==> config.mk <==
export PLATFORM = sky130hd
export DESIGN_NAME = ipt_ctrl
export DESIGN_NICKNAME = d
export VERILOG_FILES = /design/src/hw/rtl/ipt_pkg.sv /design/src/hw/rtl/ipt_ctrl.sv
export SDC_FILE = /design/constraint.sdc
export NUM_CORES = 1
export LEC_CHECK = 0
export BUFFER_PORTS_ARGS = -buffer_cell sky130_fd_sc_hd__buf_4
export CAP_MARGIN = 20
export CORE_AREA = 4 4 41 43
export DETAILED_ROUTE_END_ITERATION = 8
export DIE_AREA = 0 0 45 47
export GPL_TIMING_DRIVEN = 0
export PLACE_DENSITY_LB_ADDON = 0.1
export SYNTH_ARGS = -nofsm -noshare
export SYNTH_HDL_FRONTEND = slang
export SYNTH_SLANG_ARGS = --single-unit
==> constraint.sdc <==
create_clock -name clk -period 1.39 [get_ports clk]
set_input_delay 0.139 -clock clk [delete_from_list [all_inputs] [get_ports clk]]
set_output_delay 0.139 -clock clk [all_outputs]
set_load 0.03 [all_outputs]
==> src/hw/rtl/ipt_pkg.sv <==
// Shared types, codes and constants for the indexed priority table.
package ipt_pkg;

  localparam int ID_W           = 8;
  localparam int PRIO_W         = 16;
  localparam int CAPACITY_DEF   = 256;
  localparam int STAMP_BITS_DEF = 32;

  localparam logic [PRIO_W-1:0] PRIO_MAX = '1;

  typedef enum logic [1:0] {
    FN_INSERT = 2'd0,
    FN_RAISE  = 2'd1,
    FN_REMOVE = 2'd2,
    FN_QUERY  = 2'd3
  } func_t;

  typedef enum logic [2:0] {
    S_IDLE,
    S_INSERT,
    S_REMOVE,
    S_RD,
    S_RAISE,
    S_SCAN,
    S_DRAIN,
    S_PUT
  } state_t;

  typedef struct packed {
    logic load;       // latch the accepted item, reset the scan
    logic insert;
    logic remove;
    logic raise;
    logic scan_step;  // read the next entry and advance the scan index
    logic out_load;   // move the query result into the output register
  } cmd_t;

  typedef struct packed {
    logic scan_last;
    logic out_free;
  } status_t;

endpackage

==> src/hw/rtl/ipt_ctrl.sv <==
// Control state machine of the indexed priority table.
module ipt_ctrl (
  input  logic             clk,
  input  logic             rst_n,
  input  logic             in_tvalid,
  input  ipt_pkg::func_t   in_func,
  output logic             in_tready,
  input  ipt_pkg::status_t status,
  output ipt_pkg::cmd_t    cmd
);
  import ipt_pkg::*;

  state_t state_r;
  state_t state_nxt;
  logic   take;

  assign take = (state_r == S_IDLE) && in_tvalid;

  always_ff @(posedge clk) begin
    if (!rst_n) begin
      state_r <= S_IDLE;
    end else begin
      state_r <= state_nxt;
    end
  end

  always_comb begin
    state_nxt = state_r;
    unique case (state_r)
      S_IDLE: begin
        if (take) begin
          unique case (in_func)
            FN_INSERT: state_nxt = S_INSERT;
            FN_RAISE:  state_nxt = S_RD;
            FN_REMOVE: state_nxt = S_REMOVE;
            FN_QUERY:  state_nxt = S_SCAN;
            default:   state_nxt = S_IDLE;
          endcase
        end
      end
      S_INSERT: state_nxt = S_IDLE;
      S_REMOVE: state_nxt = S_IDLE;
      S_RD:     state_nxt = S_RAISE;
      S_RAISE:  state_nxt = S_IDLE;
      S_SCAN: begin
        if (status.scan_last) begin
          state_nxt = S_DRAIN;
        end
      end
      S_DRAIN:  state_nxt = S_PUT;
      S_PUT: begin
        if (status.out_free) begin
          state_nxt = S_IDLE;
        end
      end
      default:  state_nxt = S_IDLE;
    endcase
  end

  always_comb begin
    in_tready     = (state_r == S_IDLE);
    cmd.load      = take;
    cmd.insert    = (state_r == S_INSERT);
    cmd.remove    = (state_r == S_REMOVE);
    cmd.raise     = (state_r == S_RAISE);
    cmd.scan_step = (state_r == S_SCAN);
    cmd.out_load  = (state_r == S_PUT) && status.out_free;
  end

endmodule

==> run_results.csv <==
group,metric,value,unit
cts,clock_latency,0.24,ns
die,die_area,2120,um^2
status,status,"complete, no violations",
worst_setup_path,endpoint_kind,"primary output",
yosys,synth_nets,47,
worst_setup_path,path_max_fanout,10,
worst_setup_path,reg2regPathDepth,4,
run,maxCapViolCount,0,
worst_setup_path,critPathTopFamily,"flip-flops",
sta,hold_viol,0,
sta,slew_viol_final,0,
worst_setup_path,cp.required,1.25,ns
die,start_util,0.254,
cts,cts-buffers-inserted,3,
yosys,ys_ff_latch,3,
placed_design,dp_hpwl,625,um
yosys,synth_ff_type,"dfxtp_1",
power,leakage,0.000233,uW
layout,area_growth_syn_to_layout,50.8,%
worst_setup_path,crit_path_top_delay_cell,"dfxtp_2",
global_routing,grt_max_degree,11,
detailed_routing,drc,0,
cts,clock_sinks,3,
detailed_routing,viasPerCell,4.73,
power,ir_worst_vdd,1.12,mV
layout,top_register,"state_r",
layout,finalNonFillerCells,70,
detailed_routing,first_pass_iters,4,
die,die_x,45,um
sta,setup_viol,0,
worst_setup_path,crit_chain,"buf_4, nand2_1, nor2_1, buf_4",
cts,hold_buffers,0,
hold_path,hp-class,"in -> reg",
sta,period_share,0.944,
worst_setup_path,arrival,1.17,ns
global_routing,grt_pass1_wl,1240,um
die,coreArea,1300,um^2
worst_setup_path,critical_path.max_stage_delay,0.38,ns
yosys,async_flop_share,0,
layout,fillerInstances,145,
sta,fmax,0.762,GHz
yosys,synth_edf_count,0,
die,rows,13,
sta,fin_skew,0.00740,ns
sta,worst_slack,0.0784,ns
global_routing,grt_use_total,0.0861,
sta,slew_headroom,0.731,
layout,layout_commonest_cell,"buf_4",
die,dieHeight,47,um
detailed_routing,drt_iter0_markers,4,
cts,cts_buffer_depth,2,
global_routing,grt_pass1_vias,282,
worst_setup_path,path_depth,4,
detailed_routing,drt.antenna.violating_nets,0,
layout,nets,65,
hold_path,min_path_cells,3,
worst_setup_path,start_kind,"register",
sta,fin_hold_ws,0.161,ns
yosys,synth-warning-count,0,
cts,ctsRootBufferMaster,"clkbuf_4",
yosys,synthCells,38,
detailed_routing,vias,331,
cts,cts_tree,"yes",
layout,most-common-layout-cells,"buf_4 (17), nand2_1 (4), nor3b_2 (3), clkbuf_4 (3), dfxtp_2 (3)",
layout,multi_input_area,254,um^2
layout,num_antenna_cells,0,
layout,final-seq-area,63.8,um^2
detailed_routing,route.detailed.wl_per_inst,10.9,um
sta,rsz0062_at_grt,"false",
layout,drive_gt1_frac,0.582,
die,num_io_pins,14,
placed_design,place_ws,0.203,ns
detailed_routing,routed_wl,764,um
yosys,netlist_area,330,um^2
cts,cts_setup_buffers,0,
placed_design,place_inst,66,
layout,largest_reg_flops,3,
sta,max_slew.worst_pin.slew,0.400,ns
worst_setup_path,crit_buf_inv,2,
placed_design,portBuffers,13,
sta,final.min_clock_period,1.31,ns
worst_setup_path,criticalPathCategory,"reg -> out",
global_routing,gr-total-overflow,0,
yosys,postSynthAreaPerCell,8.69,um^2
global_routing,antenna_found_initial,0,
power,pwr_density_cell,2650,nW/um^2
cts,clk_pin_slew,0.04,ns
yosys,netlist-cell-type-count,24,
yosys,seq_area_frac_synth,0.182,
sta,fin_tns_setup,0,ns
worst_setup_path,crit_top_cell,"buf_4",
placed_design,place_congestion,0.724,
cts,cts_htree_levels,1,
layout,reg.largest.list,"state_r: 3 flops",
## tightest hold or removal path, cell delays in order
cell       delay (ns)
buf_4            0.11
inv_1            0.05
a2111oi_2        0.04
## synth_stat cells (2+ instances only)
cell,n,share of area
dfxtp_1,3,0.18
nand2_1,4,0.045
a21oi_2,2,0.053
buf_4,4,0.091
ha_1,2,0.076
nor3b_1,3,0.068
nor3_2,2,0.061
inv_1,2,0.023
## path summary, 6_finish.rpt
kind / to / slack (ns) / start
worst min register to register: state_r[1] / 0.63 / state_r[1]
worst min-delay path: state_r[1] / 0.16 / rst_n
worst max-delay path: cmd[0] / 0.08 / state_r[2]
worst max register to register: state_r[0] / 0.24 / state_r[1]
## stage by stage
stage / util / cell area, um^2 / total power, uW
after floorplan: - / 352 / 921
after global placement: 0.360 / 468 / 1150
after detailed placement: 0.360 / 468 / 1160
after CTS: 0.383 / 498 / 1340
after global routing: 0.383 / 498 / 1420
final: 0.383 / 498 / 1320
## kinds of logic (layout without fill, tap and decap cells)
group,count (synthesis),after routing,synth area share
buf+inv,6,23,0.114
compound gates,7,7,0.186
flops,3,3,0.182
simple gates,19,19,0.417
fa+ha+maj,2,2,0.0757
xor+xnor,1,1,0.0265
## metal layers
layer  up-vias  part of all wire  wire length (um)  track usage
met5         -                 0                 0            0
met4         0                 0                 0       0.0351
met3         0              0.11                87       0.0613
met2        13              0.45               346        0.124
met1       150              0.43               330       0.0977
li1        168                 -                 -            -
## final cells by class
type,count,area share
inverters,2,0.0151
flip-flops and latches,3,0.128
multi-input cells,29,0.510
clock buffers,4,0.0528
repair buffers,13,0.196
well taps,15,0.0377
plain buffers,4,0.0603
## what timing repair did
action,CTS,global route
hold endpoints to repair,0,0
gates resized for setup,3,0
endpoints found under the setup margin,5,0
## power breakdown
part	total, uW	leakage [uW]	internal (uW)	switching, uW
Combinational	934	0.000192	429	505
Sequential	229	0.0000258	143	85.8
Clock	157	0.0000150	108	48.8
Total	1320	0.000233	680	639
(Power assumes the default switching activity.)
